==> src/ordered_list_engine_macros.svh <==
// ----------------------------------------------------------------------------
// ordered list engine assertion macros
// concurrent checks on clk with asynchronous reset arst_n, off in synthesis
// ----------------------------------------------------------------------------
`ifndef ORDERED_LIST_ENGINE_MACROS_SVH
`define ORDERED_LIST_ENGINE_MACROS_SVH

`ifndef SYNTHESIS

// expression holds at every edge outside reset
`define OLE_ASSERT_ALWAYS(label, expr) \
	label: assert property (@(posedge clk) disable iff (!arst_n) (expr)) \
		else $error("ordered list engine check failed");

// consequent holds in the same cycle as the antecedent
`define OLE_ASSERT_IMPLIES(label, ante, cons) \
	label: assert property (@(posedge clk) disable iff (!arst_n) (ante) |-> (cons)) \
		else $error("ordered list engine check failed");

// consequent holds in the cycle after the antecedent
`define OLE_ASSERT_NEXT(label, ante, cons) \
	label: assert property (@(posedge clk) disable iff (!arst_n) (ante) |=> (cons)) \
		else $error("ordered list engine check failed");

`else

`define OLE_ASSERT_ALWAYS(label, expr)
`define OLE_ASSERT_IMPLIES(label, ante, cons)
`define OLE_ASSERT_NEXT(label, ante, cons)

`endif

`endif

==> src/ole_pkg.sv <==
// ----------------------------------------------------------------------------
// ole_pkg
// sizes, request and status codes and ring addressing for the list engine
// ----------------------------------------------------------------------------
package ole_pkg;

	localparam int CAPACITY = 64;
	localparam int IDX_W    = $clog2(CAPACITY);
	localparam int CNT_W    = $clog2(CAPACITY + 1);
	localparam int SUM_W    = IDX_W + 1;
	localparam int DATA_W   = 32;
	localparam int POS_W    = 8;
	localparam int CMP_W    = POS_W + 1;
	localparam int OUT_W    = 7;
	localparam int KIND_W   = 2;
	localparam int STATUS_W = 3;

	// request kinds
	localparam logic [KIND_W-1:0] KIND_INSERT   = 2'd0;
	localparam logic [KIND_W-1:0] KIND_DEL_LAST = 2'd1;
	localparam logic [KIND_W-1:0] KIND_DEL_HEAD = 2'd2;
	localparam logic [KIND_W-1:0] KIND_SEARCH   = 2'd3;

	// result status
	localparam logic [STATUS_W-1:0] ST_OK       = 3'd0;
	localparam logic [STATUS_W-1:0] ST_BADPOS   = 3'd1;
	localparam logic [STATUS_W-1:0] ST_EMPTY    = 3'd2;
	localparam logic [STATUS_W-1:0] ST_NOTFOUND = 3'd3;
	localparam logic [STATUS_W-1:0] ST_FULL     = 3'd4;

	// logical slot to physical ram address, ring starting at head
	function automatic logic [IDX_W-1:0] phys_addr(input logic [IDX_W-1:0] head,
			input logic [IDX_W-1:0] lidx);
		logic [SUM_W-1:0] sum;
		sum = {1'b0, head} + {1'b0, lidx};
		if (sum >= SUM_W'(CAPACITY)) begin
			sum = sum - SUM_W'(CAPACITY);
		end
		return sum[IDX_W-1:0];
	endfunction

endpackage

==> src/ole_ram.sv <==
// ----------------------------------------------------------------------------
// ole_ram
// generic single write, single read ram with registered read data
// ----------------------------------------------------------------------------
module ole_ram #(
	parameter int WIDTH = 32,
	parameter int DEPTH = 64,
	localparam int AW = $clog2(DEPTH)
) (
	input  logic             clk,
	input  logic             we,
	input  logic [AW-1:0]    waddr,
	input  logic [WIDTH-1:0] wdata,
	input  logic [AW-1:0]    raddr,
	output logic [WIDTH-1:0] rdata
);

	logic [WIDTH-1:0] mem [DEPTH];

	always_ff @(posedge clk) begin
		if (we) begin
			mem[waddr] <= wdata;
		end
	end

	always_ff @(posedge clk) begin
		rdata <= mem[raddr];
	end

endmodule

==> src/ordered_list_engine.sv <==
// ----------------------------------------------------------------------------
// ordered_list_engine
// delete last, delete first, bad position, full, empty and append: result in the cycle after start
// insert inside the list: one ram move per cycle from the tail
// search: one ram read per cycle from the front, stopping at the first match or the last entry
// busy until the result beat; done pulses one cycle, receiver cannot stall; reset empties list
// ----------------------------------------------------------------------------
module ordered_list_engine (
	input  logic                          clk,
	input  logic                          arst_n,
	input  logic                          start,
	output logic                          busy,
	input  logic [ole_pkg::KIND_W-1:0]    kind,
	input  logic signed [ole_pkg::DATA_W-1:0] item_value,
	input  logic [ole_pkg::POS_W-1:0]     position,
	output logic                          done,
	output logic [ole_pkg::STATUS_W-1:0]  status,
	output logic [ole_pkg::OUT_W-1:0]     found_at,
	output logic [ole_pkg::OUT_W-1:0]     entry_count
);

	import ole_pkg::*;

	`include "ordered_list_engine_macros.svh"

	// sequencer states
	typedef enum logic [3:0] {
		S_IDLE   = 4'b0001,
		S_SHIFT  = 4'b0010,
		S_PUT    = 4'b0100,
		S_SEARCH = 4'b1000
	} state_t;

	state_t state_q, state_d;

	// list lives in a ring: head_q is the physical slot of position 1,
	// so dropping the first entry is just a head bump, no data moves
	logic [IDX_W-1:0]    head_q, head_d;
	logic [CNT_W-1:0]    count_q, count_d;

	// idx_s1 is the logical slot whose read data shows up on rd_data this cycle
	logic [IDX_W-1:0]    idx_s1, idx_d;
	logic [IDX_W-1:0]    stop_q, stop_d;   // logical slot that receives the new value
	logic [DATA_W-1:0]   key_q, key_d;     // insert value or search key

	// result beat
	logic                done_q, done_d;
	logic [STATUS_W-1:0] status_q, status_d;
	logic [OUT_W-1:0]    found_q, found_d;

	// ram port
	logic                we;
	logic [IDX_W-1:0]    waddr;
	logic [DATA_W-1:0]   wdata;
	logic [IDX_W-1:0]    raddr;
	logic [DATA_W-1:0]   rd_data;
	logic [IDX_W-1:0]    rd_lidx;

	// request decode helpers
	logic [CNT_W-1:0]    cnt_m1;
	logic [POS_W-1:0]    pos_m1;
	logic [CMP_W-1:0]    pos_w;
	logic [CMP_W-1:0]    cnt_p1_w;

	assign cnt_m1   = count_q - CNT_W'(1);
	assign pos_m1   = position - POS_W'(1);
	assign pos_w    = {1'b0, position};
	assign cnt_p1_w = CMP_W'(count_q) + CMP_W'(1);

	ole_ram #(
		.WIDTH (DATA_W),
		.DEPTH (CAPACITY)
	) u_entries (
		.clk   (clk),
		.we    (we),
		.waddr (waddr),
		.wdata (wdata),
		.raddr (raddr),
		.rdata (rd_data)
	);

	// reads and writes go through the ring mapping
	assign raddr = phys_addr(head_q, rd_lidx);

	always_comb begin
		state_d  = state_q;
		head_d   = head_q;
		count_d  = count_q;
		idx_d    = idx_s1;
		stop_d   = stop_q;
		key_d    = key_q;
		done_d   = 1'b0;
		status_d = ST_OK;
		found_d  = '0;
		we       = 1'b0;
		waddr    = phys_addr(head_q, idx_s1 + IDX_W'(1));
		wdata    = rd_data;
		rd_lidx  = idx_s1;

		case (state_q)
			S_IDLE: begin
				// an insert that shifts starts at the tail, a search at the front
				if (kind == KIND_INSERT) begin
					rd_lidx = cnt_m1[IDX_W-1:0];
				end else begin
					rd_lidx = '0;
				end
				if (start) begin
					key_d = item_value;
					case (kind)
						KIND_INSERT: begin
							done_d = 1'b1;
							if (position == '0) begin
								status_d = ST_BADPOS;
							end else if (count_q == CNT_W'(CAPACITY)) begin
								status_d = ST_FULL;
							end else if (pos_w > cnt_p1_w) begin
								status_d = ST_BADPOS;
							end else if (pos_w == cnt_p1_w) begin
								// append at the tail, nothing to move
								we      = 1'b1;
								waddr   = phys_addr(head_q, count_q[IDX_W-1:0]);
								wdata   = item_value;
								count_d = count_q + CNT_W'(1);
							end else begin
								// tail read is in flight, walk down to the insert slot
								done_d  = 1'b0;
								idx_d   = cnt_m1[IDX_W-1:0];
								stop_d  = pos_m1[IDX_W-1:0];
								state_d = S_SHIFT;
							end
						end
						KIND_DEL_LAST: begin
							done_d = 1'b1;
							if (count_q == '0) begin
								status_d = ST_EMPTY;
							end else begin
								count_d = cnt_m1;
							end
						end
						KIND_DEL_HEAD: begin
							done_d = 1'b1;
							if (count_q == '0) begin
								status_d = ST_EMPTY;
							end else begin
								count_d = cnt_m1;
								head_d  = phys_addr(head_q, IDX_W'(1));
							end
						end
						KIND_SEARCH: begin
							if (count_q == '0) begin
								done_d   = 1'b1;
								status_d = ST_EMPTY;
							end else begin
								idx_d   = '0;
								state_d = S_SEARCH;
							end
						end
						default: begin
							done_d   = 1'b1;
							status_d = ST_BADPOS;
						end
					endcase
				end
			end

			S_SHIFT: begin
				// move slot idx up by one; the next read (idx - 1) never hits
				// the slot being written (idx + 1), so no forwarding is needed
				we      = 1'b1;
				rd_lidx = idx_s1 - IDX_W'(1);
				if (idx_s1 == stop_q) begin
					state_d = S_PUT;
				end else begin
					idx_d = idx_s1 - IDX_W'(1);
				end
			end

			S_PUT: begin
				// drop the new value into the freed slot
				we       = 1'b1;
				waddr    = phys_addr(head_q, stop_q);
				wdata    = key_q;
				count_d  = count_q + CNT_W'(1);
				done_d   = 1'b1;
				state_d  = S_IDLE;
			end

			S_SEARCH: begin
				rd_lidx = idx_s1 + IDX_W'(1);
				if (rd_data == key_q) begin
					done_d   = 1'b1;
					found_d  = OUT_W'(idx_s1) + OUT_W'(1);
					state_d  = S_IDLE;
				end else if (idx_s1 == cnt_m1[IDX_W-1:0]) begin
					done_d   = 1'b1;
					status_d = ST_NOTFOUND;
					state_d  = S_IDLE;
				end else begin
					idx_d = idx_s1 + IDX_W'(1);
				end
			end

			default: begin
				state_d = S_IDLE;
			end
		endcase
	end

	// control state
	always_ff @(posedge clk or negedge arst_n) begin
		if (!arst_n) begin
			state_q <= S_IDLE;
			head_q  <= '0;
			count_q <= '0;
			done_q  <= 1'b0;
		end else begin
			state_q <= state_d;
			head_q  <= head_d;
			count_q <= count_d;
			done_q  <= done_d;
		end
	end

	// payload, no reset
	always_ff @(posedge clk) begin
		idx_s1   <= idx_d;
		stop_q   <= stop_d;
		key_q    <= key_d;
		status_q <= status_d;
		found_q  <= found_d;
	end

	assign busy        = (state_q != S_IDLE);
	assign done        = done_q;
	assign status      = status_q;
	assign found_at    = found_q;
	assign entry_count = OUT_W'(count_q);

	// checks
	`OLE_ASSERT_ALWAYS(a_count_bound, count_q <= CNT_W'(CAPACITY))
	`OLE_ASSERT_IMPLIES(a_done_idle, done, !busy)
	`OLE_ASSERT_IMPLIES(a_shift_no_overlap, (state_q == S_SHIFT && idx_s1 != stop_q), waddr != raddr)
	`OLE_ASSERT_NEXT(a_match_reports, (state_q == S_SEARCH && rd_data == key_q), (done && status == ST_OK && found_at != '0))
	`OLE_ASSERT_IMPLIES(a_count_moves_on_done, !done, $stable(count_q))

endmodule
==> config.mk <==
export PLATFORM = sky130hd
export DESIGN_NAME = ordered_list_engine
export DESIGN_NICKNAME = d
export VERILOG_FILES = /design/src/ole_pkg.sv /design/src/ole_ram.sv /design/src/ordered_list_engine.sv
export VERILOG_INCLUDE_DIRS = /design/src /design/src/src
export SDC_FILE = /design/constraint.sdc
export NUM_CORES = 2
export LEC_CHECK = 0
export BUFFER_PORTS_ARGS = -buffer_cell sky130_fd_sc_hd__clkbuf_2
export CAP_MARGIN = 40
export CORE_AREA = 3 3 448 450
export DETAILED_ROUTE_END_ITERATION = 8
export DIE_AREA = 0 0 451 453
export GPL_ROUTABILITY_DRIVEN = 1
export PLACE_DENSITY = 0.64
export SYNTH_ARGS = -nofsm -noshare
export SYNTH_HDL_FRONTEND = slang
export SYNTH_SLANG_ARGS = --single-unit
==> constraint.sdc <==
create_clock -name clk -period 8.3 [get_ports clk]
set_input_delay 0.83 -clock clk [delete_from_list [all_inputs] [get_ports clk]]
set_output_delay 0.83 -clock clk [all_outputs]
set_load 0.01 [all_outputs]
-- Word level (Yosys, flattened, before mapping)
Memories as Yosys holds them, arrays and structs flattened. A register that Yosys moved wholly into a read port is not among the register bits.
Index checks and enable logic that the tools add are counted.
- memory bits (writable): 2048
- register bits after elaboration: 72
- memories: 1
- memories (name ; words ; bits a word ; read ports ; clocked after memory_dff ; write ports ; RTL line ; RTL):
    u_entries.mem ; 64 ; 32 ; 1 ; 1 ; 1 ; ole_ram.sv:18 ; logic [WIDTH-1:0] mem [DEPTH];
- equal/unequal tests: 28
- magnitude comparators: 6
- muxes and demuxes: 78
- bitwise operators: 5
- add/subtract/negate cells: 17
- reductions and logical operators: 15
- operator list (cell ; number):
    2-to-1 mux 32 bit ; 6
    2-to-1 mux 6 bit ; 21
    case mux 32 bit (2 select lines) ; 1
    2-to-1 mux 7 bit ; 6
    subtractor 6 x 1 -> 6 bit, second input constant ; 7
    2-to-1 mux 4 bit ; 9
    case mux 6 bit (3 select lines) ; 2
    >= comparator 7 bit, second input constant ; 5
    == test 32 bit ; 1
    adder 6 x 6 -> 7 bit ; 4
    case mux 7 bit (2 select lines) ; 2
    != test 3 bit, second input constant ; 9
    case mux 6 bit (2 select lines) ; 2
    2-to-1 mux 1 bit ; 16
    adder 6 x 1 -> 7 bit, second input constant ; 2
    == test 6 bit ; 2
    case mux 3 bit (2 select lines) ; 2
    case mux 4 bit (3 select lines) ; 1
    AND reduction 11 bit ; 1
    != test 2 bit, second input constant ; 5
    2-to-1 mux 3 bit ; 3
    AND reduction 9 bit ; 1
    adder 7 x 1 -> 8 bit, second input constant ; 1
    == test 8 bit ; 1
    other kinds (29) ; 39

-- Longest topological paths before layout
- word-level depth: 11
- depth in mapped cells: 18
- gate-level depth less buffers: 15

-- Cells and area by module
From an unflattened synthesis, not the netlist that was laid out.
- cells, all modules: 4121
- area total of the unflattened synthesis: 84673.7 sq um
- by module, submodules not included (module ; area an instance (sq um) ; times used ; cells an instance):
    ole_ram ; 79039.6 ; 1 ; 3511
    ordered_list_engine ; 5634.2 ; 1 ; 610

-- Worst setup path before layout
Ideal clock, no wire load.
- path kind: flip-flop to flip-flop
- from: register count_q[0] (netlist: entry_count[0])
- to: memory u_entries.mem[56][0], enable pin
- slack: 1.883 ns
- arrival time: 5.915 ns
- stages on the path, launching flop included: 15
- clock period less this slack: 6.417 ns
- data required time: 7.799 ns
- buffers on the path: 3
- cells stage by stage: dfrtp_1 > clkbuf_1 > nand3_1 > nor2_1 > nand3_1 > ha_1 > nand4_1 > nor4_4 > and3_1 > buf_4 > buf_6 > a221o_1 > nor2_1 > nand2b_1 > nor4_1
- cells in the longest elaborated chain, start to end: 11
- elaborated cells on any way between the ends: 24
- RTL lines (what ; RTL line ; RTL):
    start: declaration ; ordered_list_engine.sv:39 ; logic [CNT_W-1:0] count_q, count_d;
    start signal: assignment ; ordered_list_engine.sv:220 ; count_q <= count_d;
    parallel branches: the longest is 11 deep, another holds adder 7 x 1 -> 8 bit ; - ;
    end: declaration ; ole_ram.sv:18 ;
Several ways; the timed one is not identified.

-- Worst setup path in the final report
- from: register state_q[0]
- to: register u_entries.rdata[15] (read register of u_entries.mem)
- cells in the longest elaborated chain, start to end: 5
- elaborated cells on any way between the ends: 8
- RTL lines (what ; RTL line ; RTL):
    start: declaration ; ordered_list_engine.sv:34 ; state_t state_q, state_d;
    start signal: assignment ; ordered_list_engine.sv:218 ; state_q <= state_d;
    == test 4 bit, or another cell as far along ; ordered_list_engine.sv:100 ; case (state_q)
    case mux 6 bit (3 select lines) * ; ordered_list_engine.sv:100 ;
    adder 6 x 6 -> 7 bit * ; ole_pkg.sv:35 ; sum = {1'b0, head} + {1'b0, lidx};
    subtractor 6 x 1 -> 6 bit / >= comparator 7 bit (equally long branches) ; ole_pkg.sv:37, ole_pkg.sv:36 ;
    2-to-1 mux 6 bit * ; ole_pkg.sv:36 ; if (sum >= SUM_W'(CAPACITY)) begin
    end: declaration ; ole_ram.sv:15 ; output logic [WIDTH-1:0] rdata
Mark *: on every way between the ends. The rest lies on a longest branch, timed or not.
A chain may end at the register's enable or synchronous reset.

==> summary.txt <==
Setup path
  • Crit path capture type: flop
  • Worst EP required: 8.97 ns
  • R2R depth: 13
  • Worst R2R Start: state_q[0]$_DFFE_PN1P_
  • Crit Path Max Fanout: 113
  • Crit path DAT: 6.59 ns
  • R2r setup slk: 2.38 ns
  • Critical path startpoint category: flop
  • WS Path Type: flop to flop
  • Reg-to-reg endpoint: u_entries.rdata[15]$_DFF_P_

Clocking
  • Clock input transition at the sequential cells of the worst setup and hold paths: 0.07 ns
  • Clk sinks: 2,152
  • Clock buffer depth: 3
  • H-tree Lvls: 4
  • Root cell of the clock tree: clkbuf_16
  • PostCTS Resize Cnt: 0
  • Num CTS Buffers: 210
  • CTS tree: built
  • Clock Latency Late Sink: 0.83 ns

Synth
  • Mean Syn Cell Area: 19.4 µm²
  • Syn nets: 4,450
  • Post-synth ARST share: 0.836%
  • Yosys cell types: 69
  • Primary FF master, synth: edfxtp_1
  • Number of synthesized flops with an enable pin: 2,092
  • Mapped Cells: 4,363
  • #FFs+latches synth: 2,152
  • Yosys warns: 0
  • Register area share after synthesis: 75.6%
  • Synthesized area: 84,800 µm²

Final layout
  • Sequential cell area: 64,100 µm²
  • Area of the multi-input gates: 20,100 µm²
  • Layout filler cell count: 15,900
  • Layout cells sized above 1: 25.1%
  • Layout Area Growth over Synthesis: 13.8%
  • Fin nets: 4,672
  • Commonest non-fill, non-tap cell in the layout: edfxtp_1
  • Commonest non-fill, non-tap cells in the layout: edfxtp_1, nand2_1, mux4_2

GRT
  • Grt total ovfl: 0
  • Vias in the first global route: 44,000
  • Initial antenna violation count: 5
  • All-layer global routing usage: 21.6%
  • Largest net degree at the start of global routing: 114
  • First-pass GRT wire length: 320 mm

Floorplanning
  • Die area: 204,000 µm²
  • Total core area: 197,000 µm²
  • # IOs: 64
  • Die W: 451 µm
  • Initial core utilization: 43.0%
  • FP Rows: 163
  • Die Y: 453 µm

Timing
  • Count of final setup violators: 0
  • Max Fclk: 0.169 GHz
  • Least-Margin Pin Slew: 0.963 ns
  • Final Hold Fails: 0
  • Fin crit share: 71.3%
  • Min Clock Period, post-route: 5.92 ns
  • Setup_tns: 0 ns
  • Max-slew headroom: 35.8%
  • Worst Skew: 0.0359 ns
  • Unrepaired setup endpoints after global routing: no
  • Max-slew violations: 0

Hold path
  • Worst min path class: input pin to flop
  • HP Start: item_value[12]
  • Worst Hold End: key_q[12]$_DFFE_PP_
  • Hold depth: 1

Placement
  • Gpl congestion: 0.864
  • Dpl hpwl: 124 mm
  • IO buf count: 63

Route
  • Vias: 44,000
  • Antenna viol nets, final: 0
  • DRC viols: 0
  • Drt first pass iters: 6
  • WL final: 221 mm
  • Initial DRC count: 5,254
  • DR WL/cell: 29.9 µm
  • Via/cell ratio: 5.93

Status
  • Status: finished, final reports clean

Flow run
  • Maximum Capacitance Violations: 0
-- repair_timing --
item	in CTS	in global routing
hold buffers	1	0
endpoints found under the hold margin	17	0
buffers inserted	0	0
-- flip-flops by register name (all words and copies together) (netlist names) --
register / cells
found_at: 7
idx_s1: 6
u_entries.rdata: 32
done: 1
key_q: 32
stop_q: 6
head_q: 6
state_q: 4
status: 3
u_entries.mem: 2048
entry_count: 7
-- worst max path at each step --
stage / from / end / slack (ns)
final: state_q[0]$_DFFE_PN1P_ / u_entries.rdata[15]$_DFF_P_ / 2.38
after global routing: state_q[0]$_DFFE_PN1P_ / u_entries.rdata[15]$_DFF_P_ / 2.07
after CTS: state_q[0]$_DFFE_PN1P_ / u_entries.rdata[26]$_DFF_P_ / 2.26
after detailed placement: kind[0] / u_entries.rdata[26]$_DFF_P_ / 1.99
after global placement: kind[0] / u_entries.rdata[4]$_DFF_P_ / 1.93
after floorplan: entry_count[0]$_DFFE_PN0P_ / u_entries.mem[56][0]$_DFFE_PP_ / 1.88
-- layout make-up --
class	count	share of cell area [%]
Clock inverter	116	1.11
Clock buffer	277	5.91
Tap cell	2640	3.42
Timing Repair Buffer	265	2.16
Multi-Input combinational cell	1928	20.8
Inverter	28	0.109
Antenna cell	1	0.00259
Sequential cell	2152	66.5
-- kinds of logic after synthesis --
family          Yosys count  share of synthesized area, %
flops                  2152                          75.6
simple gates            994                          5.24
mux                     544                          14.0
buf+inv                 283                          1.33
compound gates          257                          2.18
xor+xnor                 91                         0.973
fa+ha+maj                42                         0.655
-- cell usage after synthesis (17+ instances only) --
cell type  number  area [µm²]
a21oi_1        27         135
a22oi_1        34         255
a311oi_1       64         561
a31oi_1        65         407
and3_1         69         432
buf_1          71         267
buf_2          31         155
clkbuf_1      149         559
dfrtp_1        17         425
dfxtp_1        42         841
edfxtp_1     2092       62800
ha_1           38         475
inv_1          27         101
mux2i_1        32         320
mux4_2        512       11500
nand2_1       624        2340
nand3_1       141         706
nand4_1        18         113
nor2_1         44         165
nor3_1         37         185
o21ai_0        22         110
xnor2_1        63         552
xor2_1         26         228
-- layer usage --
| layer | global-route usage (%) | up-vias | wire length, µm |
|---|---|---|---|
| li1 | - | 18200 | - |
| met1 | 29.6 | 23400 | 87600 |
| met2 | 34.8 | 2013 | 107000 |
| met3 | 3.98 | 348 | 18200 |
| met4 | 7.73 | 2 | 8250 |
| met5 | 0 | - | 11 |
-- metrics by stage --
step	area, µm²	std cells	hold slack, ns	worst slack, ns	util (%)
2_1_floorplan	84800	4363	0.534	1.88	-
3_3_place_gp	89400	6968	0.635	1.93	45.4
3_5_place_dp	89600	7006	0.641	1.99	45.5
4_1_cts	96400	7400	0.148	2.26	48.9
5_1_grt	96500	7406	0.166	2.07	49.0
6_report	96500	7407	0.199	2.38	49.0
-- critical path: stages (launching register included) --
cell and delay (ns):
dfstp_2 0.62, nor4b_4 0.41, nand2_1 0.29, o221ai_1 0.32, ha_4 0.18, inv_1 0.05
fa_4 1.18, buf_12 0.55, buf_12 0.46, mux4_2 0.37, nand2_1 0.09, nand3_1 0.20
a31oi_1 0.74, mux2i_1 0.17
Power is left out: the tool's default activity adds up to more than one toggle a clock period on the data nets, which glitch-free logic cannot reach.
